===== src/rtl/core/longest_remaining_job_selector_core_assert.svh =====
// Assertion macros for the longest remaining job selector.
// Included by the core module, which carries the concurrent assertions; needs nothing else.
`ifndef LONGEST_REMAINING_JOB_SELECTOR_CORE_ASSERT_SVH
`define LONGEST_REMAINING_JOB_SELECTOR_CORE_ASSERT_SVH

// A property that must hold at every clock edge outside reset.
`define LRJS_ASSERT(name, clk, rst_n, prop, msg) \
	name: assert property (@(posedge clk) disable iff (!rst_n) (prop)) else $error(msg);

// An implication checked at every clock edge outside reset.
`define LRJS_ASSERT_IMP(name, clk, rst_n, ante, cons, msg) \
	name: assert property (@(posedge clk) disable iff (!rst_n) (ante) |-> (cons)) else $error(msg);

// An implication whose consequent is checked in the cycle after the antecedent.
`define LRJS_ASSERT_NEXT(name, clk, rst_n, ante, cons, msg) \
	name: assert property (@(posedge clk) disable iff (!rst_n) (ante) |=> (cons)) else $error(msg);

`endif


===== src/rtl/core/lrjs_pkg.sv =====
// Shared types and constants for the longest remaining job selector.
// Used by the core, the result checker and the testbench; depends on nothing.
`timescale 1ns / 1ps

package lrjs_pkg;

	localparam int TABLE_DEPTH_DEF = 16;
	localparam int ID_W            = 16;
	localparam int REM_W           = 16;
	localparam int ENTRY_W         = ID_W + REM_W;

	localparam logic       REQ_ARRIVAL  = 1'b0;
	localparam logic       REQ_SCHEDULE = 1'b1;

	localparam logic [1:0] ST_READY    = 2'd0;
	localparam logic [1:0] ST_BLOCKED  = 2'd1;
	localparam logic [1:0] ST_FINISHED = 2'd2;

	localparam logic [2:0] DEST_NONE     = 3'd0;
	localparam logic [2:0] DEST_READY    = 3'd1;
	localparam logic [2:0] DEST_BLOCKED  = 3'd2;
	localparam logic [2:0] DEST_FINISHED = 3'd3;
	localparam logic [2:0] DEST_BAD      = 3'd4;

	typedef enum logic [2:0] {
		S_IDLE,
		S_SCAN,
		S_SLAST,
		S_SHIFT,
		S_DONE
	} state_t;

endpackage


===== src/rtl/core/lrjs_ram.sv =====
// Generic single write port, single read port RAM with registered read data.
// Holds the ready table; depends on nothing.
`timescale 1ns / 1ps

module lrjs_ram #(
	parameter int WIDTH = 32,
	parameter int DEPTH = 16
) (
	input  logic                     clk,
	input  logic                     we,
	input  logic [$clog2(DEPTH)-1:0] waddr,
	input  logic [WIDTH-1:0]         wdata,
	input  logic [$clog2(DEPTH)-1:0] raddr,
	output logic [WIDTH-1:0]         rdata
);

	logic [WIDTH-1:0] mem_q [DEPTH];

	always_ff @(posedge clk) begin
		if (we) begin
			mem_q[waddr] <= wdata;
		end
		rdata <= mem_q[raddr];
	end

endmodule


===== src/rtl/core/longest_remaining_job_selector_core.sv =====
// Top level of the longest remaining job selector: sequencer, shared comparator
// and ready table. Depends on lrjs_pkg, lrjs_ram and the assertion macro header.
//
// Channel   Direction  Handshake          Fields
// request   in         start, busy        req_type, has_current, current_state,
//                                         proc_id, proc_remaining
// result    out        done (one cycle)   selected_valid, selected_id,
//                                         selected_remaining, current_dest,
//                                         insert_dropped
//
// A transaction is taken when start is high and busy is low; busy then stays high
// through the result cycle. An arrival, or a schedule call that leaves the table
// empty, goes straight to the result cycle. A schedule call over a non-empty table
// (after routing the returning process) first scans every entry: one comparator
// reads the table RAM once per cycle to find the longest job, then the same read
// port shifts the entries behind the chosen one down to close the gap.
// done is high for exactly one cycle and cannot be held off. Reset empties the table.
`timescale 1ns / 1ps

`include "longest_remaining_job_selector_core_assert.svh"

module longest_remaining_job_selector_core #(
	parameter int TABLE_DEPTH = lrjs_pkg::TABLE_DEPTH_DEF
) (
	input  logic                       clk,
	input  logic                       arst_n,
	input  logic                       start,
	output logic                       busy,
	input  logic                       req_type,
	input  logic                       has_current,
	input  logic [1:0]                 current_state,
	input  logic [lrjs_pkg::ID_W-1:0]  proc_id,
	input  logic [lrjs_pkg::REM_W-1:0] proc_remaining,
	output logic                       done,
	output logic                       selected_valid,
	output logic [lrjs_pkg::ID_W-1:0]  selected_id,
	output logic [lrjs_pkg::REM_W-1:0] selected_remaining,
	output logic [2:0]                 current_dest,
	output logic                       insert_dropped
);

	localparam int IW = $clog2(TABLE_DEPTH);
	localparam int CW = $clog2(TABLE_DEPTH + 1);
	localparam logic [CW-1:0] FULL_CNT = CW'(TABLE_DEPTH);

	lrjs_pkg::state_t state_q, state_d;

	logic [CW-1:0]                cnt_q;
	logic [CW-1:0]                ptr_q;
	logic                         rv_s1;
	logic [IW-1:0]                idx_s1;
	logic [IW-1:0]                best_idx_q;
	logic [lrjs_pkg::ID_W-1:0]    best_id_q;
	logic [lrjs_pkg::REM_W-1:0]   best_rem_q;
	logic                         sel_valid_q;
	logic [2:0]                   dest_q;
	logic                         drop_q;

	logic                         accept;
	logic                         want_append;
	logic                         full;
	logic                         do_append;
	logic [CW-1:0]                cnt_after;
	logic [2:0]                   dest_d;
	logic                         issue;
	logic [CW-1:0]                ptr_limit;
	logic                         we;
	logic [IW-1:0]                waddr;
	logic [lrjs_pkg::ENTRY_W-1:0] wdata;
	logic [IW-1:0]                raddr;
	logic [lrjs_pkg::ENTRY_W-1:0] rdata;
	logic [lrjs_pkg::ID_W-1:0]    rd_id;
	logic [lrjs_pkg::REM_W-1:0]   rd_rem;
	logic                         comparing;
	logic                         take;
	logic [IW-1:0]                new_best;

	assign accept      = start && !busy;
	assign busy        = (state_q != lrjs_pkg::S_IDLE);
	assign full        = (cnt_q == FULL_CNT);
	assign want_append = (req_type == lrjs_pkg::REQ_ARRIVAL) ||
	                     (has_current && current_state == lrjs_pkg::ST_READY);
	assign do_append   = want_append && !full;
	assign cnt_after   = cnt_q + CW'(do_append);

	always_comb begin
		if (req_type == lrjs_pkg::REQ_ARRIVAL || !has_current) begin
			dest_d = lrjs_pkg::DEST_NONE;
		end else begin
			unique case (current_state)
				lrjs_pkg::ST_READY:    dest_d = lrjs_pkg::DEST_READY;
				lrjs_pkg::ST_BLOCKED:  dest_d = lrjs_pkg::DEST_BLOCKED;
				lrjs_pkg::ST_FINISHED: dest_d = lrjs_pkg::DEST_FINISHED;
				default:               dest_d = lrjs_pkg::DEST_BAD;
			endcase
		end
	end

	// Shared comparator: the first entry always wins, later ones only if strictly
	// longer, so ties stay with the earliest inserted entry.
	assign rd_id     = rdata[lrjs_pkg::ENTRY_W-1:lrjs_pkg::REM_W];
	assign rd_rem    = rdata[lrjs_pkg::REM_W-1:0];
	assign comparing = (state_q == lrjs_pkg::S_SCAN) || (state_q == lrjs_pkg::S_SLAST);
	assign take      = comparing && rv_s1 && ((idx_s1 == '0) || (rd_rem > best_rem_q));
	assign new_best  = take ? idx_s1 : best_idx_q;
	assign ptr_limit = (state_q == lrjs_pkg::S_SCAN) ? (cnt_q - CW'(1)) : cnt_q;

	always_ff @(posedge clk or negedge arst_n) begin
		if (!arst_n) begin
			state_q <= lrjs_pkg::S_IDLE;
		end else begin
			state_q <= state_d;
		end
	end

	always_comb begin
		state_d = state_q;
		issue   = 1'b0;
		we      = 1'b0;
		waddr   = idx_s1 - IW'(1);
		wdata   = rdata;
		raddr   = ptr_q[IW-1:0];
		unique case (state_q)
			lrjs_pkg::S_IDLE: begin
				waddr = cnt_q[IW-1:0];
				wdata = {proc_id, proc_remaining};
				we    = accept && do_append;
				if (accept) begin
					if (req_type == lrjs_pkg::REQ_SCHEDULE && cnt_after != '0) begin
						state_d = lrjs_pkg::S_SCAN;
					end else begin
						state_d = lrjs_pkg::S_DONE;
					end
				end
			end
			lrjs_pkg::S_SCAN: begin
				issue = 1'b1;
				if (ptr_q == ptr_limit) begin
					state_d = lrjs_pkg::S_SLAST;
				end
			end
			lrjs_pkg::S_SLAST: begin
				state_d = lrjs_pkg::S_SHIFT;
			end
			lrjs_pkg::S_SHIFT: begin
				// Issue the read of entry j while entry j-1, read in the previous cycle, is written into entry j-2.
				we    = rv_s1;
				issue = (ptr_q != ptr_limit);
				if (ptr_q == ptr_limit) begin
					state_d = lrjs_pkg::S_DONE;
				end
			end
			lrjs_pkg::S_DONE: begin
				state_d = lrjs_pkg::S_IDLE;
			end
			default: begin
				state_d = lrjs_pkg::S_IDLE;
			end
		endcase
	end

	always_ff @(posedge clk or negedge arst_n) begin
		if (!arst_n) begin
			cnt_q       <= '0;
			ptr_q       <= '0;
			rv_s1       <= 1'b0;
			sel_valid_q <= 1'b0;
		end else begin
			rv_s1 <= issue;
			if (issue) begin
				ptr_q <= ptr_q + CW'(1);
			end
			unique case (state_q)
				lrjs_pkg::S_IDLE: begin
					if (accept) begin
						cnt_q       <= cnt_after;
						ptr_q       <= '0;
						sel_valid_q <= (req_type == lrjs_pkg::REQ_SCHEDULE) && (cnt_after != '0);
					end
				end
				lrjs_pkg::S_SLAST: begin
					ptr_q <= CW'(new_best) + CW'(1);
				end
				lrjs_pkg::S_DONE: begin
					if (sel_valid_q) begin
						cnt_q <= cnt_q - CW'(1);
					end
				end
				default: begin
				end
			endcase
		end
	end

	always_ff @(posedge clk) begin
		idx_s1 <= ptr_q[IW-1:0];
		if (accept) begin
			best_idx_q <= '0;
			best_id_q  <= '0;
			best_rem_q <= '0;
			dest_q     <= dest_d;
			drop_q     <= want_append && full;
		end else if (take) begin
			best_idx_q <= idx_s1;
			best_id_q  <= rd_id;
			best_rem_q <= rd_rem;
		end
	end

	lrjs_ram #(
		.WIDTH(lrjs_pkg::ENTRY_W),
		.DEPTH(TABLE_DEPTH)
	) u_table (
		.clk  (clk),
		.we   (we),
		.waddr(waddr),
		.wdata(wdata),
		.raddr(raddr),
		.rdata(rdata)
	);

	assign done               = (state_q == lrjs_pkg::S_DONE);
	assign selected_valid     = sel_valid_q;
	assign selected_id        = best_id_q;
	assign selected_remaining = best_rem_q;
	assign current_dest       = dest_q;
	assign insert_dropped     = drop_q;

	`LRJS_ASSERT(a_cnt_bound, clk, arst_n, cnt_q <= FULL_CNT, "entry count beyond table depth")
	`LRJS_ASSERT_NEXT(a_done_single, clk, arst_n, done, !done, "result strobe longer than one cycle")
	`LRJS_ASSERT_NEXT(a_accept_busy, clk, arst_n, accept, busy, "busy not raised after a transaction")
	`LRJS_ASSERT_IMP(a_write_in_table, clk, arst_n, we && busy, CW'(waddr) < cnt_q, "shift write outside the occupied table")
	`LRJS_ASSERT_IMP(a_none_zero, clk, arst_n, done && !selected_valid, selected_id == '0 && selected_remaining == '0, "empty selection carries data")

endmodule


===== config.mk =====
export PLATFORM = sky130hd
export DESIGN_NAME = longest_remaining_job_selector_core
export DESIGN_NICKNAME = d
export VERILOG_FILES = /design/src/rtl/core/lrjs_pkg.sv /design/src/rtl/core/lrjs_ram.sv /design/src/rtl/core/longest_remaining_job_selector_core.sv
export VERILOG_INCLUDE_DIRS = /design/src /design/src/rtl/core
export SDC_FILE = /design/constraint.sdc
export NUM_CORES = 1
export LEC_CHECK = 0
export BUFFER_PORTS_ARGS = -buffer_cell sky130_fd_sc_hd__buf_2
export CORE_MARGIN = 5
export CORE_UTILIZATION = 31
export CTS_CLUSTER_DIAMETER = 40
export DETAILED_ROUTE_END_ITERATION = 8
export GPL_ROUTABILITY_DRIVEN = 0
export HOLD_SLACK_MARGIN = 0.12
export PLACE_DENSITY = 0.5
export REMOVE_ABC_BUFFERS = 1
export SYNTH_ARGS = -nofsm -noshare
export SYNTH_HDL_FRONTEND = slang
export SYNTH_SLANG_ARGS = --single-unit

===== constraint.sdc =====
create_clock -name clk -period 3.25 [get_ports clk]
set_clock_uncertainty 0.1 [all_clocks]
set_input_delay 0 -clock clk [delete_from_list [all_inputs] [get_ports clk]]
set_output_delay 0 -clock clk [all_outputs]
set_load 0.01 [all_outputs]

Word level (Yosys, flattened, before mapping). Memories as Yosys holds them, arrays and structs flattened. A register that Yosys moved wholly into a read port is not among the register bits. Cells that the tools add are included.

Word-level logic and storage cells: 76. Memories: 1. Memory bits (writable): 512. Bits in latches: 0. Register bits: 59. ROM bits: 0.

Memory list: u_table.mem_q (depth 16, width 32, rd ports 1, clocked after memory_dff 1, wr ports 1, line lrjs_ram.sv:17) `logic [WIDTH-1:0] mem_q [DEPTH];`.

Reductions and logical operators: 24. Add/sub/neg operators: 5. Magnitude comparators: 1. Equality and inequality tests: 13. Multiplexer cells: 20. Div/mod/pow operators: 0. Shifts and indexed selects: 0. Bitwise gates (word level): 1. $mul: 0.

Operators with widths (number): $mux 32 (1); $mux 5 (5); $pmux 5 s2 (2); $gt 16x16->1 (1); $mux 3 (4); $pmux 3 s4 (1); $pmux 3 s3 (1); $logic_and 1x1->1 (8); $mux 4 (2); $eq 3x2->1 const B (2); $reduce_and 3->1 (2); $add 4x1->5 const B (1); $add 5x1->5 (1); $add 5x1->5 const B (1); $eq 5x5->1 (1); $eq 5x5->1 const B (1); $ne 5x5->1 (1); $reduce_bool 5->1 (1); $sub 5x1->5 const B (1); $logic_not 4->1 (1); $logic_or 1x1->1 (4); $ne 2x1->1 const B (2); $ne 2x2->1 const B (2); $pmux 1 s2 (2); 13 further kinds (16).

Longest topological paths before layout. Gate-level depths: netlist of the first run.

Word-level depth: 10. Mapped depth: 11. Gate-level depth less buffers: 11.

Modules after synthesis. From an unflattened synthesis of the first run, not the netlist that was laid out.

Cell total of the unflattened synthesis: 1287. Area total of the unflattened synthesis: 23612.6 um2.

Modules (own cells, without submodules): lrjs_ram (times used 1, area each 19854.0 um2, cells each 838); longest_remaining_job_selector_core (times used 1, area each 3758.6 um2, cells each 449).

Worst setup path before layout of the first run. Ideal clock, no wire load.

Path type: reg2reg. From: register state_q[0]. To: memory u_table.mem_q[12][0], enable pin. Path slack: -0.041 ns. Stages on the path, launching flop included: 8. Arrival: 2.770 ns. Cells stage by stage: dfrtp_1 > buf_2 > nor3_2 > inv_1 > clkbuf_1 > o31ai_1 > nand2_1 > nor2_1.

Cells in the longest elaborated chain, start to end: 7. Elaborated cells between the ends (all ways): 10.

Ends and longest elaborated chain: start: declaration (line longest_remaining_job_selector_core.sv:46) `lrjs_pkg::state_t state_q, state_d;`; start signal: assignment (line longest_remaining_job_selector_core.sv:110) `state_q <= lrjs_pkg::S_IDLE;`; start signal: assignment (line longest_remaining_job_selector_core.sv:112) `state_q <= state_d;`; $reduce_bool 3->1 (line longest_remaining_job_selector_core.sv:79) `assign busy = (state_q != lrjs_pkg::S_IDLE);`; $logic_not 1->1 (line longest_remaining_job_selector_core.sv:78) `assign accept = start && !busy;`; $logic_and 1x1->1 (line longest_remaining_job_selector_core.sv:78); $logic_and 1x1->1 (line longest_remaining_job_selector_core.sv:127) `we = accept && do_append;`; $pmux 1 s2 (line longest_remaining_job_selector_core.sv:123) `unique case (state_q)`; $mux 1 (line lrjs_ram.sv:20) `if (we) begin`; $mux 1 (not written as such) (line lrjs_ram.sv:21) `mem_q[waddr] <= wdata;`; end: declaration (line lrjs_ram.sv:17).

Several ways; a longest one is shown, not always the timed one.

Final worst setup path of the first run.
From: register best_rem_q (netlist bit selected_remaining[11]). To: register ptr_q[2].

Cells in the longest elaborated chain, start to end: 6.

Ends and longest elaborated chain: start: declaration (line longest_remaining_job_selector_core.sv:54) `logic [lrjs_pkg::REM_W-1:0] best_rem_q;`; start signal: assignment (line longest_remaining_job_selector_core.sv:206) `best_rem_q <= rd_rem;`; $gt 16x16->1 (line longest_remaining_job_selector_core.sv:104) `assign take = comparing && rv_s1 && ((idx_s1 == '0) || (rd_rem > best_rem_q));`; $logic_or 1x1->1 (line longest_remaining_job_selector_core.sv:104); $logic_and 1x1->1 (line longest_remaining_job_selector_core.sv:104); $mux 4; net new_best[1] (line longest_remaining_job_selector_core.sv:76) `logic [IW-1:0] new_best;`; $add 4x1->5 (line longest_remaining_job_selector_core.sv:182) `ptr_q <= CW'(new_best) + CW'(1);`; $pmux 5 s2 (line longest_remaining_job_selector_core.sv:173) `unique case (state_q)`; end signal: assignment (line longest_remaining_job_selector_core.sv:171) `ptr_q <= ptr_q + CW'(1);`; end signal: assignment (line longest_remaining_job_selector_core.sv:182); end: declaration (line longest_remaining_job_selector_core.sv:49) `logic [CW-1:0] ptr_q;`.

The timed path passes the listed nets, and every way through them passes these cells. A chain may end at the register's enable or synchronous reset.

==> impl_metrics.py, run 1 <==
metrics = {
    "logic_synthesis": {
        "postSynth.topFlopCell": "sky130_fd_sc_hd__edfxtp_1",
        "synth-warning-count": 0,
        "ys_seq_elements": 603,
        "synth.avg_cell_area_um2": 19.40,
        "synth_seq_area_share": 0.7301,
        "number_of_synthesized_flops_with_an_enable_pin": 516,
        "count_of_unique_library_cells_instantiated_by_yosys": 57,
        "ys_async_sr_fraction": 0.02488,
        "synthesis.area_um2": 23710,
        "synthCells": 1222,
    },
    "power": {
        "cellPowerDensity_nw_per_um2": 1059,
        "worst_ir_drop_vdd_mv": 0.8240,
        "total_leakage_power_nw": 10.04,
    },
    "grt": {
        "grt_overflow_total": 0,
        "wire_length_of_the_first_global_routing_pass_um": 87040,
        "grt_pass1_vias": 12900,
        "antenna_found_initial": 0,
        "grt_max_degree": 52,
        "gr-usage-all-layers": 0.1442,
    },
    "detailed_routing": {
        "drt-wirelength-per-cell_um": 23.29,
        "postRouteAntennaNets": 0,
        "drc": 0,
        "via_count": 12060,
        "detailedRoute.firstIterationViolations": 859,
        "detail_route.first_pass.iterations": 5,
        "detail_route.wirelength_um": 59430,
        "mean_number_of_vias_per_cell": 4.728,
    },
    "clock_network": {
        "post_cts_setup_bufs": 0,
        "clock_sinks": 603,
        "cts_tree": "done",
        "postCtsResizedCells": 0,
        "numCtsBuffers": 95,
        "cts-root-buf": "sky130_fd_sc_hd__clkbuf_16",
        "cts_buffer_depth": 3,
        "clock_latency_ps": 640,
        "ctsHtreeMaxLevel": 3,
        "cts.clk_slew.worst_paths_ps": 50,
    },
    "worst_setup_path": {
        "worst_ep_arrival_time_ps": 3560,
        "critPathKind": "reg -> reg",
        "cp_data_required_time_ps": 3680,
        "cp_max_fo": 5,
        "cp-start-kind": "register",
        "critical_path.endpoint_type": "register",
    },
    "placed_design": {
        "detailedPlacementHpwl_um": 32730,
        "post_place_cell_area_um2": 25740,
        "portBuffers": 77,
    },
    "die": {
        "fp-row-count": 101,
        "boundaryPins": 78,
        "die_y_um": 286.6,
        "core_um2": 75950,
        "initial_utilization": 0.3122,
        "die-width_um": 286.6,
        "dieArea_um2": 82120,
    },
    "sta": {
        "max_freq_ghz": 0.3203,
        "final_hold_viol_count": 0,
        "slew_viol_final": 0,
        "setup_viol_count_final": 0,
        "grt_setup_unrepaired": "no",
        "whs_ps": 228.6,
        "period_minus_slack_ps": 3122,
        "max_slew.worst_pin.slew_ps": 888.0,
        "period_share": 0.9606,
        "tns_ps": 0,
        "timing.slew.headroom": 0.4040,
    },
    "min_path": {
        "holdCritPathClass": "in -> reg",
    },
    "cells_and_area": {
        "area.growth.synth_to_final_pct": 23.89,
        "fin_area_um2": 29380,
        "final_layout_size_suffix_gt1_frac": 0.3241,
        "finish.net_count": 1504,
        "diodes": 0,
    },
    "run_status": {
        "outcome": "finished clean",
    },
    "run": {
        "max_cap_violations": 0,
    },
}
## Yosys cell counts (9+ instances only)
| cell | n | share of area |
|---|---|---|
| sky130_fd_sc_hd__mux4_2 | 160 | 0.15 |
| sky130_fd_sc_hd__a21oi_1 | 9 | 0.0019 |
| sky130_fd_sc_hd__dfxtp_1 | 72 | 0.061 |
| sky130_fd_sc_hd__mux2i_1 | 37 | 0.016 |
| sky130_fd_sc_hd__ha_1 | 27 | 0.014 |
| sky130_fd_sc_hd__edfxtp_1 | 516 | 0.65 |
| sky130_fd_sc_hd__xor2_1 | 9 | 0.0033 |
| sky130_fd_sc_hd__nand2_1 | 120 | 0.019 |
| sky130_fd_sc_hd__buf_2 | 16 | 0.0034 |
| sky130_fd_sc_hd__buf_6 | 10 | 0.0047 |
| sky130_fd_sc_hd__dfrtp_1 | 15 | 0.016 |
| sky130_fd_sc_hd__inv_1 | 24 | 0.0038 |
| sky130_fd_sc_hd__clkbuf_1 | 25 | 0.0040 |
| sky130_fd_sc_hd__nor2_1 | 60 | 0.0095 |
| sky130_fd_sc_hd__nand3_1 | 10 | 0.0021 |
| sky130_fd_sc_hd__xnor2_1 | 12 | 0.0044 |
## cell type report
cell class / instances / area, um^2
clock buffer: 110 / 2516
clock inverter: 70 / 669.4
inverter: 25 / 93.84
multi-input combinational: 530 / 6030
tap: 1030 / 1289
timing repair buffer: 183 / 1456
fill: 6890 / 46570
sequential: 603 / 17320
## report_power, final
part           switching (mW)  internal [mW]
clock                    3.75           6.12
sequential              0.675           11.2
combinational            5.54           3.83
## kinds of logic after synthesis
group                    share of synthesized area
AO/OA/AOI/OAI                              0.01483
multiplexers                                0.1701
adder cells (fa/ha/maj)                    0.01425
XOR/XNOR                                  0.007757
AND/OR/NAND/NOR                            0.04201
flip-flops                                  0.7301
buffers and inverters                      0.02090
## worst paths after layout
check                                 endpoint  slack [ps]              startpoint  cells past startpoint
worst max register to register        ptr_q[2]         130  selected_remaining[11]                     11
worst min-delay path                state_q[2]         230                   start                      5
worst min register to register  selected_id[3]         390          selected_id[3]                      2
min in group asynchronous       selected_valid         450                  arst_n                      3
worst max-delay path                  ptr_q[2]         130  selected_remaining[11]                     11
max in group asynchronous             ptr_q[1]        2010                  arst_n                      3
## per-layer routing
metal  up-vias  global-route usage  part of all wire
met3        80             0.02494             0.041
met1      6372              0.1939              0.45
met5         -                   0                 0
met2       267              0.2392              0.49
met4         0             0.04702             0.022
li1       5341                   -                 -
## registers in the layout, indices dropped and copies added (netlist names)
name and flops:
idx_s1 4, insert_dropped 1, selected_id 16, cnt_q 5, u_table.mem_q 512, best_idx_q 4, ptr_q 5, selected_remaining 16
u_table.rdata 32, state_q 3, current_dest 3, selected_valid 1, rv_s1 1
## critical path: stages (launching register included)
cell,delay (ps)
sky130_fd_sc_hd__dfxtp_1,340
sky130_fd_sc_hd__inv_1,50
sky130_fd_sc_hd__ha_1,310
sky130_fd_sc_hd__nand4_1,310
sky130_fd_sc_hd__nor4_2,410
sky130_fd_sc_hd__a21boi_2,230
sky130_fd_sc_hd__o31a_4,190
sky130_fd_sc_hd__mux2_2,350
sky130_fd_sc_hd__ha_1,250
sky130_fd_sc_hd__nand2b_1,160
sky130_fd_sc_hd__a211o_1,270
sky130_fd_sc_hd__o211ai_2,70
## what timing repair did
item | 4_1_cts | 5_1_grt
hold buffers | 45 | 0
setup endpoints to repair | 0 | 0
hold endpoints to repair | 544 | 0
## layout by cell type, fill, tap and decap left out, drive strengths merged, types with 2 or more instances in the layout
cell,count
a21boi,2
clkinv,35
o22ai,3
and3,5
dfxtp,72
nor3,9
xnor2,12
nor2,60
o21ai,12
nand3,10
nand2,120
a21oi,10
and2,4
clkinvlp,11
a31oi,2
buf,138
o21a,4
a211o,2
mux4,160
clkbuf,110
ha,27
dfrtp,15
a211oi,2
edfxtp,516
nor2b,4
nor3b,4
o211ai,3
mux2,5
bufinv,6
xor2,9
nand2b,3
dlygate4sd3,45
inv,43
nand4,7
o31ai,2
mux2i,37
## per-stage QoR
| step | power, mW | setup slack, ps | utilization | cells |
|---|---|---|---|---|
| finish | 31.10 | 128.0 | 0.3868 | 2551 |
| global route | 32.71 | 27.13 | 0.3868 | 2551 |
| CTS | 31.59 | 101.2 | 0.3868 | 2551 |
| detailed placement | 21.56 | 107.1 | 0.3389 | 2326 |
| global placement | 21.46 | 169.1 | 0.3389 | 2326 |
| floorplan | 17.77 | -3236 | - | 1158 |
Power figures use the tool's default switching activity.
==> run 2: changes to the inputs <==
--- a/config.mk
+++ b/config.mk
@@ -6,9 +6,11 @@
 export SDC_FILE = /design/constraint.sdc
 export NUM_CORES = 1
 export LEC_CHECK = 0
-export BUFFER_PORTS_ARGS = -buffer_cell sky130_fd_sc_hd__buf_2
+export BUFFER_PORTS_ARGS = -buffer_cell sky130_fd_sc_hd__buf_4
+export CORE_ASPECT_RATIO = 2
 export CORE_MARGIN = 5
 export CORE_UTILIZATION = 31
+export CTS_BUF_LIST = sky130_fd_sc_hd__clkbuf_16
 export CTS_CLUSTER_DIAMETER = 40
 export DETAILED_ROUTE_END_ITERATION = 8
 export GPL_ROUTABILITY_DRIVEN = 0
==> run 2 against run 1 <==
Effect of this change: global-route usage increased by 0.071 points; register-to-register slack improved by 120 ps; combinational power increased by 2.7%; die area increased by 0.41%; first-iteration DRC count decreased by 6.1%; cell area decreased by 3.4%; critical path depth unchanged; largest power group unchanged; worst hold slack got worse by 73 ps; critical endpoint is now state_q[0]; flip-flop and latch count unchanged.
==> impl_metrics.py, run 2 (synthesis results as in run 1) <==
metrics = {
    "placed_design": {
        "dpl.cell_count": 2310,
        "portBuffers": 77,
        "detailedPlacementHpwl_um": 34910,
        "dp_slack_ps": 252.5,
    },
    "clock_network": {
        "clock_latency_ps": 600,
        "ctsHtreeMaxLevel": 2,
        "clock_sinks": 603,
        "cts_tree": "done",
        "cts-root-buf": "sky130_fd_sc_hd__clkbuf_16",
        "post_cts_setup_bufs": 0,
        "numCtsBuffers": 58,
        "cts.clk_slew.worst_paths_ps": 70,
        "cts_buffer_depth": 3,
    },
    "detailed_routing": {
        "detail_route.first_pass.iterations": 5,
        "via_count": 11870,
        "mean_number_of_vias_per_cell": 4.827,
        "postRouteAntennaNets": 0,
        "drc": 0,
        "detailedRoute.firstIterationViolations": 807,
        "drt-wirelength-per-cell_um": 24.36,
        "detail_route.wirelength_um": 59910,
    },
    "die": {
        "die_y_um": 401.1,
        "initial_utilization": 0.3125,
        "core_um2": 75860,
        "fp-row-count": 143,
        "die-width_um": 205.6,
        "boundaryPins": 78,
        "dieArea_um2": 82450,
    },
    "cells_and_area": {
        "diodes": 0,
        "largest-register": "u_table.mem_q",
        "largest_register_ff_count": 512,
        "layout_top_registers": "u_table.mem_q: 512 flops, u_table.rdata: 32 flops",
        "area.growth.synth_to_final_pct": 19.69,
        "layout_commonest_cell": "sky130_fd_sc_hd__edfxtp_1",
        "final.fill_count": 7013,
        "layout.area.seq_um2": 17320,
        "layout.cells.non_filler": 2459,
        "multi_input_comb_area_um2": 6036,
        "finish.net_count": 1462,
        "layout.cells.most_common_list": "516 x sky130_fd_sc_hd__edfxtp_1, 160 x sky130_fd_sc_hd__mux4_2, 120 x sky130_fd_sc_hd__nand2_1",
        "final_layout_size_suffix_gt1_frac": 0.2916,
    },
    "worst_setup_path": {
        "worst_ep_arrival_time_ps": 3380,
        "critPathKind": "reg -> reg",
        "crit_start": "cnt_q[0]",
        "cp-start-kind": "register",
        "critical_path.endpoint_type": "register",
        "worstReg2RegStart": "cnt_q[0]",
        "critical-path-max-stage-delay_ps": 560,
        "timing.critical_path.cells": "inv_1 > ha_1 > a31oi_2 > ha_1 > ha_1 > nor3_1 > a31oi_1 > o41a_1 > nand2_1 > dlygate4sd3_1 > a211oi_1",
        "cp_data_required_time_ps": 3620,
        "cp_max_fo": 4,
        "worst_path_max_delay_cell": "sky130_fd_sc_hd__dlygate4sd3_1",
        "critical-path-top-cell-by-count": "sky130_fd_sc_hd__ha_1",
        "cp.buffers_inverters": 2,
        "cpLargestDelayFamily": "compound AO/OA/AOI/OAI gates",
    },
    "sta": {
        "grt_setup_unrepaired": "no",
        "max_freq_ghz": 0.3329,
        "final_hold_viol_count": 0,
        "period_minus_slack_ps": 3004,
        "slew_viol_final": 0,
        "worst_slack_ps": 246.5,
        "period_share": 0.9242,
        "setup_viol_count_final": 0,
        "max_slew.worst_pin.slew_ps": 811.8,
        "whs_ps": 156.0,
        "timing.slew.headroom": 0.4552,
    },
    "grt": {
        "antenna_found_initial": 0,
        "gr-usage-all-layers": 0.1449,
        "grt_overflow_total": 0,
        "grt_max_degree": 45,
        "wire_length_of_the_first_global_routing_pass_um": 87970,
        "globalRouteMet1Util": 0.1788,
        "global_route.usage.met3": 0.01720,
        "groute.layer.met2.usage": 0.2660,
        "grt_pass1_vias": 12830,
        "global_route.peak_usage_layer": "met2",
    },
    "min_path": {
        "min-delay-start": "proc_remaining[13]",
        "holdCritPathClass": "in -> reg",
    },
    "power": {
        "power_mw": 28.37,
        "swShare": 0.3303,
        "net-switching-power_mw": 9.371,
        "cellPowerDensity_nw_per_um2": 999.7,
        "pwr-share-clk": 0.242,
        "combPwrFrac": 0.339,
        "worst_ir_drop_vdd_mv": 0.7033,
        "pwr-share-seq": 0.419,
        "power.internal_mw": 19.00,
        "total_leakage_power_nw": 9.532,
    },
    "run_status": {
        "outcome": "finished clean",
    },
    "run": {
        "max_cap_violations": 0,
    },
}
run 2: changes by cell type in the layout (fill, tap and decap cells not counted), sizes merged:
cell         before  now
dlygate4sd3      45   41
clkinv           35   25
inv              43   39
buf             138  137
clkinvlp         11    4
clkbuf          110   59
run 2: worst register-to-register path, cell delays in order, from the launching register on:
cell	delay (ps)
sky130_fd_sc_hd__dfrtp_1	380
sky130_fd_sc_hd__inv_1	150
sky130_fd_sc_hd__ha_1	210
sky130_fd_sc_hd__a31oi_2	150
sky130_fd_sc_hd__ha_1	240
sky130_fd_sc_hd__ha_1	230
sky130_fd_sc_hd__nor3_1	140
sky130_fd_sc_hd__a31oi_1	60
sky130_fd_sc_hd__o41a_1	460
sky130_fd_sc_hd__nand2_1	120
sky130_fd_sc_hd__dlygate4sd3_1	560
sky130_fd_sc_hd__a211oi_1	70
run 2: path summary, 6_finish.rpt:
| kind | end | slack, ps | cells after the start |
|---|---|---|---|
| setup / recovery | state_q[0] | 250 | 11 |
| hold / removal | u_table.mem_q[0][13] | 160 | 3 |
| min in group asynchronous | ptr_q[0] | 470 | 3 |
| hold reg to reg | selected_id[11] | 400 | 2 |
| max in group asynchronous | ptr_q[1] | 2000 | 3 |
| setup reg to reg | state_q[0] | 250 | 11 |
run 2: what timing repair did:
action | CTS | global route
hold endpoints to repair | 496 | 0
resized for setup | 0 | 2
endpoints found under the setup margin | 0 | 1
hold buffers | 41 | 0
run 2: area by class of cell:
cell class / instances / share of cell area
clock buffers: 59 / 0.05202
clock inverters: 49 / 0.01644
inverters: 25 / 0.003307
multi-input cells: 530 / 0.2127
flip-flops and latches: 603 / 0.6104
well taps: 1015 / 0.04475
repair buffers: 178 / 0.06040
run 2: power groups by stage:
stage	logic, mW	clock network (mW)	registers [mW]
finish	9.62	6.88	11.9
CTS	9.90	7.09	11.9
floorplan	5.39	0	12.4
global route	10.5	7.38	12.0
global placement	9.70	0	12.0
detailed placement	9.85	0	12.1
run 2: metrics by stage:
step	TNS, ps	utilization	area, um^2
floorplan	-1061510	-	23310
CTS	0	0.3740	28370
global route	0	0.3741	28380
detailed placement	0	0.3430	26020
finish	0	0.3741	28380
global placement	0	0.3430	26020
run 2: metal layers:
metal | wire [um] | share of wire
met1 | 23520 | 0.39
met2 | 32690 | 0.55
met3 | 2311 | 0.039
met4 | 1377 | 0.023
met5 | 0 | 0
==> run 3: changes to the inputs <==
--- a/config.mk
+++ b/config.mk
@@ -6,17 +6,18 @@
 export SDC_FILE = /design/constraint.sdc
 export NUM_CORES = 1
 export LEC_CHECK = 0
-export BUFFER_PORTS_ARGS = -buffer_cell sky130_fd_sc_hd__buf_4
 export CORE_ASPECT_RATIO = 2
 export CORE_MARGIN = 5
 export CORE_UTILIZATION = 31
 export CTS_BUF_LIST = sky130_fd_sc_hd__clkbuf_16
 export CTS_CLUSTER_DIAMETER = 40
 export DETAILED_ROUTE_END_ITERATION = 8
+export DONT_BUFFER_PORTS = 1
 export GPL_ROUTABILITY_DRIVEN = 0
 export HOLD_SLACK_MARGIN = 0.12
-export PLACE_DENSITY = 0.5
+export PLACE_DENSITY = 0.49
 export REMOVE_ABC_BUFFERS = 1
+export SETUP_SLACK_MARGIN = 0.05
 export SYNTH_ARGS = -nofsm -noshare
 export SYNTH_HDL_FRONTEND = slang
 export SYNTH_SLANG_ARGS = --single-unit
==> run 3 against run 2 <==
Effect of this change: count of clock-buffer cells in the layout decreased by 4; cell count decreased by 2.6%; critical path depth did not move; register-to-register slack got worse by 20 ps; sequential share of layout area up 1.1 points; sequential power hardly changed; first-iteration DRC count increased by 5.0%; combinational power down 3.6%; die area did not move; worst hold slack worse by 3.0 ps; global-route usage is 0.22 points higher; non-clock buffer count decreased by 60; largest cell class unchanged; largest power group unchanged; highest routed layer unchanged.
==> impl_metrics.py, run 3 (synthesis results as in run 1) <==
metrics = {
    "run_status": {
        "outcome": "finished clean",
    },
    "worst_setup_path": {
        "worstReg2RegStart": "cnt_q[0]",
        "worst_path_max_delay_cell": "sky130_fd_sc_hd__dlygate4sd3_1",
        "cpLargestDelayFamily": "compound AO/OA/AOI/OAI gates",
        "critical_path.endpoint_type": "register",
        "cp-start-kind": "register",
        "critical-path-top-cell-by-count": "sky130_fd_sc_hd__ha_1",
        "ff2ff_path_depth": 11,
        "critical-path-max-stage-delay_ps": 550,
        "worst_r2r_dst": "state_q[0]",
        "r2r_setup_slack_ps": 230,
        "cp_data_required_time_ps": 3600,
        "timing.critical_path.cells": "inv_1 > ha_1 > a31oi_2 > ha_1 > ha_1 > nor3_1 > a31oi_1 > o41a_1 > nand2_1 > dlygate4sd3_1 > a211oi_1",
        "cp_max_fo": 4,
        "cp.buffers_inverters": 2,
        "critPathKind": "reg -> reg",
        "worst_ep_arrival_time_ps": 3370,
    },
    "cells_and_area": {
        "largest-register": "u_table.mem_q",
        "final_util": 0.3676,
        "final_layout_size_suffix_gt1_frac": 0.2500,
        "finish.net_count": 1399,
        "layout_top_registers": "u_table.mem_q: 512 flops, u_table.rdata: 32 flops",
        "largest_register_ff_count": 512,
        "layout_commonest_cell": "sky130_fd_sc_hd__edfxtp_1",
        "layout.cells.most_common_list": "516 x sky130_fd_sc_hd__edfxtp_1, 160 x sky130_fd_sc_hd__mux4_2, 120 x sky130_fd_sc_hd__nand2_1",
        "diodes": 0,
        "area.growth.synth_to_final_pct": 17.61,
    },
    "detailed_routing": {
        "detail_route.first_pass.iterations": 5,
        "detail_route.wirelength_um": 60480,
        "detailedRoute.firstIterationViolations": 847,
        "mean_number_of_vias_per_cell": 4.825,
        "drt-wirelength-per-cell_um": 25.25,
        "drc": 0,
        "via_count": 11560,
        "postRouteAntennaNets": 0,
    },
    "die": {
        "fp-row-count": 143,
        "die_y_um": 401.1,
        "initial_utilization": 0.3125,
        "dieArea_um2": 82450,
        "die-width_um": 205.6,
        "boundaryPins": 78,
        "core_um2": 75860,
    },
    "min_path": {
        "timing.hold.worst_endpoint": "current_dest[1]",
        "holdCritPathClass": "in -> reg",
        "min-delay-start": "has_current",
        "min_path_cells": 2,
    },
    "sta": {
        "slew_viol_final": 0,
        "timing.slew.headroom": 0.3628,
        "max_freq_ghz": 0.3312,
        "whs_ps": 153.0,
        "period_minus_slack_ps": 3020,
        "grt_setup_unrepaired": "no",
        "max_slew.worst_pin.slew_ps": 949.4,
        "period_share": 0.9291,
        "final_hold_viol_count": 0,
        "tns_ps": 0,
        "setup_viol_count_final": 0,
    },
    "clock_network": {
        "cts_tree": "done",
        "clock_latency_ps": 610,
        "ctsHtreeMaxLevel": 2,
        "cts.clk_slew.worst_paths_ps": 70,
        "cts-root-buf": "sky130_fd_sc_hd__clkbuf_16",
        "clock_sinks": 603,
        "cts_buffer_depth": 3,
        "numCtsBuffers": 55,
    },
    "grt": {
        "grt_overflow_total": 0,
        "antenna_found_initial": 0,
        "grt_max_degree": 42,
        "grt_pass1_vias": 12710,
        "wire_length_of_the_first_global_routing_pass_um": 88570,
        "gr-usage-all-layers": 0.1470,
    },
    "power": {
        "swShare": 0.3319,
        "cellPowerDensity_nw_per_um2": 993.8,
        "pwr-share-clk": 0.233,
        "worst_ir_drop_vdd_mv": 0.5051,
        "total_leakage_power_nw": 9.205,
        "power_mw": 27.72,
        "combPwrFrac": 0.334,
        "net-switching-power_mw": 9.198,
        "power.internal_mw": 18.52,
        "pwr-share-seq": 0.432,
    },
    "placed_design": {
        "detailedPlacementHpwl_um": 35560,
        "portBuffers": 0,
    },
    "run": {
        "max_cap_violations": 0,
    },
}
## run 3: cell types whose count changed in the layout (fill, tap and decap cells not counted), sizes merged
cell,previous run,this run
buf,137,75
clkbuf,59,55
dlygate4sd3,41,43
inv,39,41
bufinv,6,5
clkinvlp,4,3
## run 3: what timing repair did
item,4_1_cts,5_1_grt
gates resized for setup,0,1
buffers inserted,0,0
hold endpoints to repair,582,0
endpoints found under the setup margin,0,2
hold buffers,43,0
## run 3: final cells by class
cell class	instances	area [um^2]
Inverter	25	93.84
Clock buffer	55	1376
Timing Repair Buffer	118	1356
Multi-Input combinational cell	530	6036
Sequential cell	603	17320
Clock inverter	49	432.9
Fill cell	7054	47980
Tap cell	1015	1270
## run 3: layer usage
layer | track usage | vias up | wire [um]
met2 | 0.2703 | 219 | 32910
li1 | - | 5069 | -
met4 | 0.04023 | 0 | 1323
met1 | 0.1779 | 6196 | 23810
met5 | 0 | - | 0
met3 | 0.02197 | 71 | 2442
## run 3: per-stage QoR
| stage | instance area, um^2 | instances | worst slack (ps) |
|---|---|---|---|
| floorplan | 23310 | 1158 | -3236 |
| CTS | 27880 | 2395 | 142.0 |
| detailed placement | 25640 | 2248 | 180.4 |
| global route | 27890 | 2395 | 55.75 |
| global placement | 25640 | 2248 | 247.8 |
| finish | 27890 | 2395 | 230.5 |
## run 3: worst max-delay path by stage
stage                     startpoint          to  cells after the start
4_1_cts                     cnt_q[0]  state_q[0]                     11
5_1_grt        selected_remaining[4]    ptr_q[2]                     11
3_5_place_dp   selected_remaining[8]    ptr_q[2]                     11
3_3_place_gp   selected_remaining[8]    ptr_q[2]                     11
6_report                    cnt_q[0]  state_q[0]                     11
2_1_floorplan               ptr_q[0]    ptr_q[3]                      6
## run 3: power groups by stage
stage          Combinational [mW]  Clock (mW)  Sequential [mW]
4_1_cts                      9.55        6.65             12.0
2_1_floorplan                5.39           0             12.4
6_report                     9.27        6.47             12.0
3_5_place_dp                 9.51           0             12.2
5_1_grt                      10.2        6.96             12.1
3_3_place_gp                 9.36           0             12.1
